--- src/rtl/b64e_pkg.sv ---
// ----------------------------------------------------------------------------
// b64e_pkg
// Shared types, codes and the base64 alphabet lookup for the stream encoder.
// ----------------------------------------------------------------------------
`default_nettype none

package b64e_pkg;

  localparam logic [7:0] ASCII_UPPER_A = 8'h41;
  localparam logic [7:0] ASCII_LOWER_A = 8'h61;
  localparam logic [7:0] ASCII_ZERO    = 8'h30;
  localparam logic [7:0] ASCII_PLUS    = 8'h2B;
  localparam logic [7:0] ASCII_SLASH   = 8'h2F;
  localparam logic [7:0] ASCII_PAD     = 8'h3D;

  localparam logic [1:0] PHASE_0 = 2'd0;
  localparam logic [1:0] PHASE_1 = 2'd1;
  localparam logic [1:0] PHASE_2 = 2'd2;

  typedef struct packed {
    logic       pad;
    logic [5:0] sextet;
  } sym_t;

  // One encoded byte: up to four symbols, index of the last one, end mark.
  typedef struct packed {
    logic [1:0]     last_idx;
    sym_t [3:0]     sym;
    logic           fin;
  } job_t;

  typedef struct packed {
    logic full;
    logic empty;
  } q_stat_t;

  function automatic logic [7:0] b64_char(input sym_t s);
    logic [7:0] v;
    v = {2'b00, s.sextet};
    if (s.pad) begin
      b64_char = ASCII_PAD;
    end else if (v < 8'd26) begin
      b64_char = ASCII_UPPER_A + v;
    end else if (v < 8'd52) begin
      b64_char = ASCII_LOWER_A + (v - 8'd26);
    end else if (v < 8'd62) begin
      b64_char = ASCII_ZERO + (v - 8'd52);
    end else if (v == 8'd62) begin
      b64_char = ASCII_PLUS;
    end else begin
      b64_char = ASCII_SLASH;
    end
  endfunction

endpackage

`default_nettype wire

--- src/rtl/b64e_front.sv ---
// ----------------------------------------------------------------------------
// b64e_front
// Accepts message bytes, tracks the group phase and leftover bits, and
// splits each byte into a job of base64 symbols for the back end.
// ----------------------------------------------------------------------------
`default_nettype none

module b64e_front
  import b64e_pkg::*;
(
  input  wire logic       clk,
  input  wire logic       rst_n,
  input  wire logic       in_tvalid,
  output logic            in_tready,
  input  wire logic [7:0] in_tdata,   // data_byte[7:0]
  input  wire logic       in_tlast,   // final_byte
  input  wire logic       q_full,
  output logic            q_push,
  output job_t            q_job
);

  logic [1:0] phase_r, phase_nxt;
  logic [3:0] carry_r, carry_nxt;
  sym_t       pad_sym;

  assign pad_sym   = '{pad: 1'b1, sextet: 6'd0};
  assign in_tready = !q_full;
  assign q_push    = in_tvalid && in_tready;

  always_comb begin
    q_job     = '0;
    phase_nxt = phase_r;
    carry_nxt = carry_r;
    unique case (phase_r)
      PHASE_1: begin
        q_job.sym[0] = '{pad: 1'b0, sextet: {carry_r[1:0], in_tdata[7:4]}};
        if (in_tlast) begin
          q_job.sym[1]  = '{pad: 1'b0, sextet: {in_tdata[3:0], 2'b00}};
          q_job.sym[2]  = pad_sym;
          q_job.last_idx = 2'd2;
          q_job.fin      = 1'b1;
          phase_nxt      = PHASE_0;
          carry_nxt      = 4'd0;
        end else begin
          q_job.last_idx = 2'd0;
          phase_nxt      = PHASE_2;
          carry_nxt      = in_tdata[3:0];
        end
      end
      PHASE_2: begin
        q_job.sym[0]   = '{pad: 1'b0, sextet: {carry_r, in_tdata[7:6]}};
        q_job.sym[1]   = '{pad: 1'b0, sextet: in_tdata[5:0]};
        q_job.last_idx = 2'd1;
        q_job.fin      = in_tlast;
        phase_nxt      = PHASE_0;
        carry_nxt      = 4'd0;
      end
      default: begin
        q_job.sym[0] = '{pad: 1'b0, sextet: in_tdata[7:2]};
        if (in_tlast) begin
          q_job.sym[1]   = '{pad: 1'b0, sextet: {in_tdata[1:0], 4'b0000}};
          q_job.sym[2]   = pad_sym;
          q_job.sym[3]   = pad_sym;
          q_job.last_idx = 2'd3;
          q_job.fin      = 1'b1;
          phase_nxt      = PHASE_0;
          carry_nxt      = 4'd0;
        end else begin
          q_job.last_idx = 2'd0;
          phase_nxt      = PHASE_1;
          carry_nxt      = {2'b00, in_tdata[1:0]};
        end
      end
    endcase
  end

  always_ff @(posedge clk) begin
    if (!rst_n) begin
      phase_r <= PHASE_0;
      carry_r <= 4'd0;
    end else if (q_push) begin
      phase_r <= phase_nxt;
      carry_r <= carry_nxt;
    end
  end

endmodule

`default_nettype wire

--- src/rtl/b64e_queue.sv ---
// ----------------------------------------------------------------------------
// b64e_queue
// Small job queue between the front and back ends.
// ----------------------------------------------------------------------------
`default_nettype none

module b64e_queue
  import b64e_pkg::*;
#(
  parameter int DEPTH = 2
) (
  input  wire logic clk,
  input  wire logic rst_n,
  input  wire logic push,
  input  wire job_t push_job,
  input  wire logic pop,
  output job_t      head_job,
  output q_stat_t   stat
);

  localparam int PW = (DEPTH > 1) ? $clog2(DEPTH) : 1;
  localparam int CW = $clog2(DEPTH + 1);

  job_t          mem_r [DEPTH];
  logic [PW-1:0] wr_ptr_r, rd_ptr_r;
  logic [CW-1:0] count_r;

  assign stat.full  = (count_r == CW'(DEPTH));
  assign stat.empty = (count_r == '0);
  assign head_job   = mem_r[rd_ptr_r];

  always_ff @(posedge clk) begin
    if (push) begin
      mem_r[wr_ptr_r] <= push_job;
    end
  end

  always_ff @(posedge clk) begin
    if (!rst_n) begin
      wr_ptr_r <= '0;
      rd_ptr_r <= '0;
      count_r  <= '0;
    end else begin
      if (push) begin
        wr_ptr_r <= (wr_ptr_r == PW'(DEPTH - 1)) ? '0 : wr_ptr_r + 1'b1;
      end
      if (pop) begin
        rd_ptr_r <= (rd_ptr_r == PW'(DEPTH - 1)) ? '0 : rd_ptr_r + 1'b1;
      end
      if (push && !pop) begin
        count_r <= count_r + 1'b1;
      end else if (pop && !push) begin
        count_r <= count_r - 1'b1;
      end
    end
  end

endmodule

`default_nettype wire

--- src/rtl/b64e_back.sv ---
// ----------------------------------------------------------------------------
// b64e_back
// Walks the symbols of the head job, maps them to ASCII and drives the
// registered output word.
// ----------------------------------------------------------------------------
`default_nettype none

module b64e_back
  import b64e_pkg::*;
(
  input  wire logic       clk,
  input  wire logic       rst_n,
  input  wire job_t       head_job,
  input  wire logic       q_empty,
  output logic            q_pop,
  output logic            out_tvalid,
  input  wire logic       out_tready,
  output logic [7:0]      out_tdata,  // out_char[7:0]
  output logic            out_tlast   // out_last
);

  logic [1:0] idx_r;
  logic       valid_r;
  logic [7:0] data_r;
  logic       last_r;
  logic       load;
  logic       at_end;

  assign load       = !q_empty && (!valid_r || out_tready);
  assign at_end     = (idx_r == head_job.last_idx);
  assign q_pop      = load && at_end;
  assign out_tvalid = valid_r;
  assign out_tdata  = data_r;
  assign out_tlast  = last_r;

  always_ff @(posedge clk) begin
    if (load) begin
      data_r <= b64_char(head_job.sym[idx_r]);
      last_r <= head_job.fin && at_end;
    end
  end

  always_ff @(posedge clk) begin
    if (!rst_n) begin
      valid_r <= 1'b0;
      idx_r   <= 2'd0;
    end else begin
      if (load) begin
        valid_r <= 1'b1;
        idx_r   <= at_end ? 2'd0 : idx_r + 2'd1;
      end else if (out_tready) begin
        valid_r <= 1'b0;
      end
    end
  end

endmodule

`default_nettype wire

--- src/rtl/base64_stream_encoder.sv ---
// ----------------------------------------------------------------------------
// base64_stream_encoder
// Standard base64 encoder: one byte in, one ASCII character out per word.
// ----------------------------------------------------------------------------
// Bytes enter on the in_ stream, in_tlast marking the last byte of a message;
// characters leave on the out_ stream, one per cycle while jobs are queued
// and out_tready is high, with out_tlast on the final character. Each byte
// yields one or two characters (1, 1, 2 over a three-byte group); a final
// byte yields up to four, '=' padded to a four-character boundary.
// Throughput is set by the single-character output register. The front end
// takes a byte every cycle while the QUEUE_DEPTH-entry job queue has room.
`default_nettype none

module base64_stream_encoder
  import b64e_pkg::*;
#(
  parameter int QUEUE_DEPTH = 2
) (
  input  wire logic       clk,
  input  wire logic       rst_n,
  input  wire logic       in_tvalid,
  output logic            in_tready,
  input  wire logic [7:0] in_tdata,   // data_byte[7:0]
  input  wire logic       in_tlast,   // final_byte
  output logic            out_tvalid,
  input  wire logic       out_tready,
  output logic [7:0]      out_tdata,  // out_char[7:0]
  output logic            out_tlast   // out_last
);

  job_t    push_job, head_job;
  logic    q_push, q_pop;
  q_stat_t q_stat;

  b64e_front u_front (
    .clk       (clk),
    .rst_n     (rst_n),
    .in_tvalid (in_tvalid),
    .in_tready (in_tready),
    .in_tdata  (in_tdata),
    .in_tlast  (in_tlast),
    .q_full    (q_stat.full),
    .q_push    (q_push),
    .q_job     (push_job)
  );

  b64e_queue #(
    .DEPTH (QUEUE_DEPTH)
  ) u_queue (
    .clk      (clk),
    .rst_n    (rst_n),
    .push     (q_push),
    .push_job (push_job),
    .pop      (q_pop),
    .head_job (head_job),
    .stat     (q_stat)
  );

  b64e_back u_back (
    .clk        (clk),
    .rst_n      (rst_n),
    .head_job   (head_job),
    .q_empty    (q_stat.empty),
    .q_pop      (q_pop),
    .out_tvalid (out_tvalid),
    .out_tready (out_tready),
    .out_tdata  (out_tdata),
    .out_tlast  (out_tlast)
  );

  a_queue_stat : assert property (@(posedge clk) disable iff (!rst_n)
    !(q_stat.full && q_stat.empty))
    else $error("queue reports full and empty");

  a_no_overflow : assert property (@(posedge clk) disable iff (!rst_n)
    q_push |-> !q_stat.full)
    else $error("push into full queue");

  a_no_underflow : assert property (@(posedge clk) disable iff (!rst_n)
    q_pop |-> !q_stat.empty)
    else $error("pop from empty queue");

  a_last_pops : assert property (@(posedge clk) disable iff (!rst_n)
    (q_pop && head_job.fin) |=> (out_tvalid && out_tlast))
    else $error("end of message not marked on output");

endmodule

`default_nettype wire

--- config.mk ---
export PLATFORM = sky130hd
export DESIGN_NAME = base64_stream_encoder
export DESIGN_NICKNAME = d
export VERILOG_FILES = /design/src/rtl/b64e_pkg.sv /design/src/rtl/b64e_front.sv /design/src/rtl/b64e_queue.sv /design/src/rtl/b64e_back.sv /design/src/rtl/base64_stream_encoder.sv
export SDC_FILE = /design/constraint.sdc
export NUM_CORES = 1
export LEC_CHECK = 0
export BUFFER_PORTS_ARGS = -buffer_cell sky130_fd_sc_hd__buf_4
export CORE_MARGIN = 2
export CORE_UTILIZATION = 30
export DETAILED_ROUTE_END_ITERATION = 8
export SLEW_MARGIN = 20
export SYNTH_ARGS = -nofsm -noshare
export SYNTH_HDL_FRONTEND = slang
export SYNTH_SLANG_ARGS = --single-unit
export TNS_END_PERCENT = 5
--- constraint.sdc ---
create_clock -name clk -period 2.8 [get_ports clk]
set_input_delay 0 -clock clk [delete_from_list [all_inputs] [get_ports clk]]
set_output_delay 0 -clock clk [all_outputs]
set_load 0.005 [all_outputs]
# After elaboration in Yosys (flattened, before gate mapping)
# Memory sizes are Yosys's and may differ from the RTL's. A register that Yosys moved wholly into a read port is not among the register bits.
# Index checks and enable logic that the tools add are counted.
dict set report word_totals {
  regBits 22
  ramBits 62
  inputBits 13
  output_inout_bits 11
  word_cells 77
  mem_count 1
}
dict set report classes {
  n_addsub 10
  n_lt_le_gt_ge 4
  eq_ne 5
  mux 32
  reduce_logical 16
}
# memory depth width rd rd_ports_with_merged_regs write_ports line
set memory_table {}
lappend memory_table {u_queue.mem_r 2 31 1 1 1 b64e_queue.sv:24} ;# job_t mem_r [DEPTH];
# op count
set ops {}
lappend ops {{one-hot mux 15 bit (2 select lines)} 1}
lappend ops {{2-to-1 mux 8 bit} 3}
lappend ops {{2-to-1 mux 21 bit} 1}
lappend ops {{binary-select mux 7 bit (select 2 bit)} 1}
lappend ops {{2-to-1 mux 14 bit} 1}
lappend ops {{2-to-1 mux 2 bit} 7}
lappend ops {{2-to-1 mux 7 bit} 2}
lappend ops {{one-hot mux 7 bit (2 select lines)} 1}
lappend ops {{< comparator 6 bit (second input constant)} 2}
lappend ops {{2-to-1 mux 1 bit} 10}
lappend ops {{adder 6 x 8 -> 8 bit (first input constant)} 1}
lappend ops {{adder 7 x 6 -> 8 bit (first input constant)} 1}
lappend ops {{adder 7 x 8 -> 8 bit (first input constant)} 1}
lappend ops {{one-hot mux 2 bit (2 select lines)} 2}
lappend ops {{one-hot mux 4 bit (2 select lines)} 1}
lappend ops {{subtractor 6 x 5 -> 7 bit (second input constant)} 1}
lappend ops {{subtractor 6 x 6 -> 7 bit (second input constant)} 1}
lappend ops {{== test 6 bit (second input constant)} 1}
lappend ops {{logical AND 1 bit} 6}
lappend ops {{< comparator 6 x 5 -> 1 bit (second input constant)} 1}
lappend ops {{logical NOT 1 bit} 5}
lappend ops {{adder 2 x 1 -> 2 bit (second input constant)} 2}
lappend ops {{== test 2 bit (second input constant)} 2}
lappend ops {{2-to-1 mux 4 bit} 1}
lappend ops {{10 further kinds} 12}

# Logic depth before layout (Yosys ltp)
dict set report depth {
  depth_word 7
  ltp_mapped 10
}

# By module
# A second synthesis with hierarchy kept.
dict set report hier_totals {
  cells_unflattened 315
  area_unflattened_um2 4311.6
}
# mod n_inst cells_each area_each_um2 seq_area_each_um2
set by_module_without_submodules {}
lappend by_module_without_submodules {b64e_queue 1 118 2444.8 1961.9}
lappend by_module_without_submodules {b64e_back 1 113 1199.9 330.3}
lappend by_module_without_submodules {b64e_front 1 84 666.9 120.1}

# Least setup slack after synthesis
# No wires, ideal clock.
dict set report synth_timing {
  path_kind {register to register}
  start {register with a tool-made name}
  end {register u_back.data_r[4], in the netlist u_back.out_tdata[4] (data pin)}
  setup_ns 0.129
  t_arrival_ns 2.598
  t_required_ns 2.671
  slack_ns 0.073
  path_stages_with_launch 10
  period_less_slack_ns 2.727
  cell_sequence {dfxtp_1 -> buf_6 -> mux4_2 -> buf_6 -> and2_2 -> ha_1 -> and3_2 -> or4_2 -> o311a_1 -> a21bo_1}
}
# element line
set synth_lines {}
lappend synth_lines {{end signal, assigned} b64e_back.sv:38} ;# data_r <= b64_char(head_job.sym[idx_r]);
lappend synth_lines {{end, declared} b64e_back.sv:24} ;# logic [7:0] data_r;

==> impl_metrics.yaml <==
logic_synthesis:
  synth_top_area_share_pct: 42.8
  synth.area.top_cells: "edfxtp_1 (43%), dfxtp_1 (9.7%), ha_1 (4.8%)"
  yosysTopAreaCell: "edfxtp_1"
  synth-async-reset-ratio_pct: 0
  ys_types: 55
  synth-seq-cells: 55
  synth_warnings: 0
  syn-cell-area_um2: 2880
  syn_inst: 242
  syn_nets: 266
  syn_avg_cell_area_um2: 11.9
  synth_edf_count: 41
  yosysSeqAreaShare_pct: 52.5
  ys.flop_type: "edfxtp_1"
critical_path:
  crit_buf_inv: 1
  startpoint_type: "flip-flop"
  crit_fanout: 5
  slowest_delay_ps: 510
  cp.arrival_ps: 2840
  cp.required_ps: 2990
  cp_cell_sequence: "buf_4, mux4_2, nand2_1, ha_1, and3b_1, and3_2, or3_1, o311a_1, a21bo_1"
  critPathTopFamily: "simple AND/OR/NAND/NOR gates"
  critPathCaptureType: "flip-flop"
  worstSetupPathType: "flip-flop to flip-flop"
  crit_path_top_delay_cell: "mux4_2"
timing:
  period_share_pct: 94.9
  holdWs_ps: 31.6
  relSlewSlack_pct: 62.0
  max_freq_mhz: 377
  period_minus_slack_ps: 2660
  setup_viol_count_final: 0
  final_hold_viol_count: 0
  fin_ws_ps: 144
  clock_skew_ps: 4.65
  rsz0062_at_grt: "yes"
  worstMarginPinSlew_ps: 561
  report.final.slew_viol_count: 0
routing:
  postRouteAntennaNets: 0
  route.detailed.drc: 0
  vias: 1992
  drt_wl_total_um: 5550
  drt-vias-per-instance: 4.85
  wl_met2_um: 2640
  wl_per_cell_um: 13.5
  dr.max_layer_used: "met4"
  met3WireLength_um: 220
  met1_length_um: 2620
  first_pass_iters: 4
  drt_iter0_markers: 99
clock_network:
  cts_buffer_depth: 2
  clk_pin_slew_worst_paths_ps: 100
  post_cts_buffers: 0
  cts_made_buffers: 5
  clk_latency_ps: 310
  cts_tree: "yes"
  clock_sinks: 55
  htree_levels: 2
  root_buffer: "clkbuf_8"
placed_design:
  io_buffers: 23
  placed_cells: 397
  hpwl_um: 4120
  preCtsSetupSlack_ps: 57.4
  gp_congestion: 0.890
  placed_area_um2: 3240
hold_path:
  min_path_type: "input port to flip-flop"
cells_and_area:
  layout_common_cells: "edfxtp_1 (41), buf_4 (38), nand2_1 (19)"
  drive_above_1_share_pct: 21.3
  layout.nets: 305
  diodes: 0
  final_cells: 411
  mostFrequentLayoutCell: "edfxtp_1"
  fin_area_um2: 3400
  area_delta_synth_final_pct: 18.4
power_and_ir_drop:
  ir_worst_vdd_mv: 0.294
  powerDensity_nw_per_um2: 964
  power_leakage_uw: 0.00126
  total_power_uw: 3280
global_route:
  grt_pass1_wl_um: 9520
  grt_max_degree: 22
  grt_pass1_vias: 1933
  overflow: 0
  track_usage_pct: 11.6
  antenna_found_initial: 0
floorplanning:
  ios: 24
  dieHeight_um: 102
  start_util_pct: 31.0
  rows: 35
  die-area_um2: 10400
  fp.dieW_um: 102
  core_region_area_um2: 9280
flow_run:
  cap_violations: 0
outcome:
  status: "completed"
## state kept, by name (all words and copies together) (netlist names), named ones only
name	flops
u_queue.mem_r	32
u_back.out_tdata	8
u_front.carry_r	4
u_back.idx_r	2
u_front.phase_r	2
u_queue.count_r	2
u_back.out_tlast	1
u_back.out_tvalid	1
u_queue.rd_ptr_r	1
u_queue.wr_ptr_r	1
## path summary, 6_finish.rpt
kind | slack [ps] | cells after the start | to | from
min reg2reg | 540 | 2 | u_front.phase_r[1] | u_front.phase_r[1]
min | 30 | 3 | u_queue.mem_r[1][5] | in_tdata[6]
max | 140 | 9 | u_back.out_tdata[4] | flip-flop
max reg2reg | 140 | 9 | u_back.out_tdata[4] | flip-flop
## cell families (layout without fill, tap and decap cells)
family | Yosys count | count (layout) | share of synthesized area, %
compound gates | 59 | 59 | 14.8
xor+xnor | 8 | 8 | 2.44
fa+ha+maj | 11 | 11 | 4.78
buf+inv | 23 | 63 | 4.18
flops | 55 | 55 | 52.5
mux | 11 | 11 | 7.57
simple gates | 75 | 75 | 13.7
## area by class of cell
class | instances | area (µm²)
flip-flops and latches | 55 | 1510
well taps | 129 | 161
clock inverters | 3 | 23.8
inverters | 11 | 41.3
clock buffers | 5 | 68.8
fillers | 954 | 5880
multi-input cells | 164 | 1250
repair buffers | 44 | 345
## tightest hold or removal path, delay by kind of cell
family	cells	cell delay, ps
AOI/OAI and AO/OA	1	90
and+or+nand+nor	1	40
buffers and inverters	1	90
## power breakdown
part	switching, µW	internal (µW)	leakage, µW	total [µW]
Sequential	78.3	1130	0.000505	1210
Combinational	850	775	0.000707	1630
Clock	269	182	0.0000477	451
## per-stage QoR
| step | setup TNS [ps] | util [%] |
|---|---|---|
| after global routing | -15.7 | 36.7 |
| after detailed placement | 0 | 34.9 |
| after floorplan | 0 | - |
| after global placement | 0 | 34.9 |
| after CTS | 0 | 36.6 |
| final | 0 | 36.7 |
## cells in the mapped netlist (7+ instances only)
| cell | count |
|---|---|
| clkbuf_1 | 7 |
| edfxtp_1 | 41 |
| inv_1 | 11 |
| nor2_1 | 14 |
| dfxtp_1 | 14 |
| o21ai_0 | 9 |
| and2_1 | 7 |
| nand2_1 | 19 |
| a21oi_1 | 7 |
| a22oi_1 | 11 |
| ha_1 | 11 |
| nor2b_1 | 9 |
## metal layers
metal | up-vias | GRT usage [%]
li1 | 998 | -
met1 | 938 | 15.0
met2 | 48 | 19.3
met3 | 8 | 2.60
met4 | 0 | 3.69
met5 | - | 0
## timing repair
item                                    4_1_cts  5_1_grt
cloned                                        0        0
hold buffers                                  6        0
endpoints found under the setup margin        2        3
gates resized for setup                       1        2
hold endpoints to repair                      8        0
No activity file was read; power rests on OpenSTA's default activity.
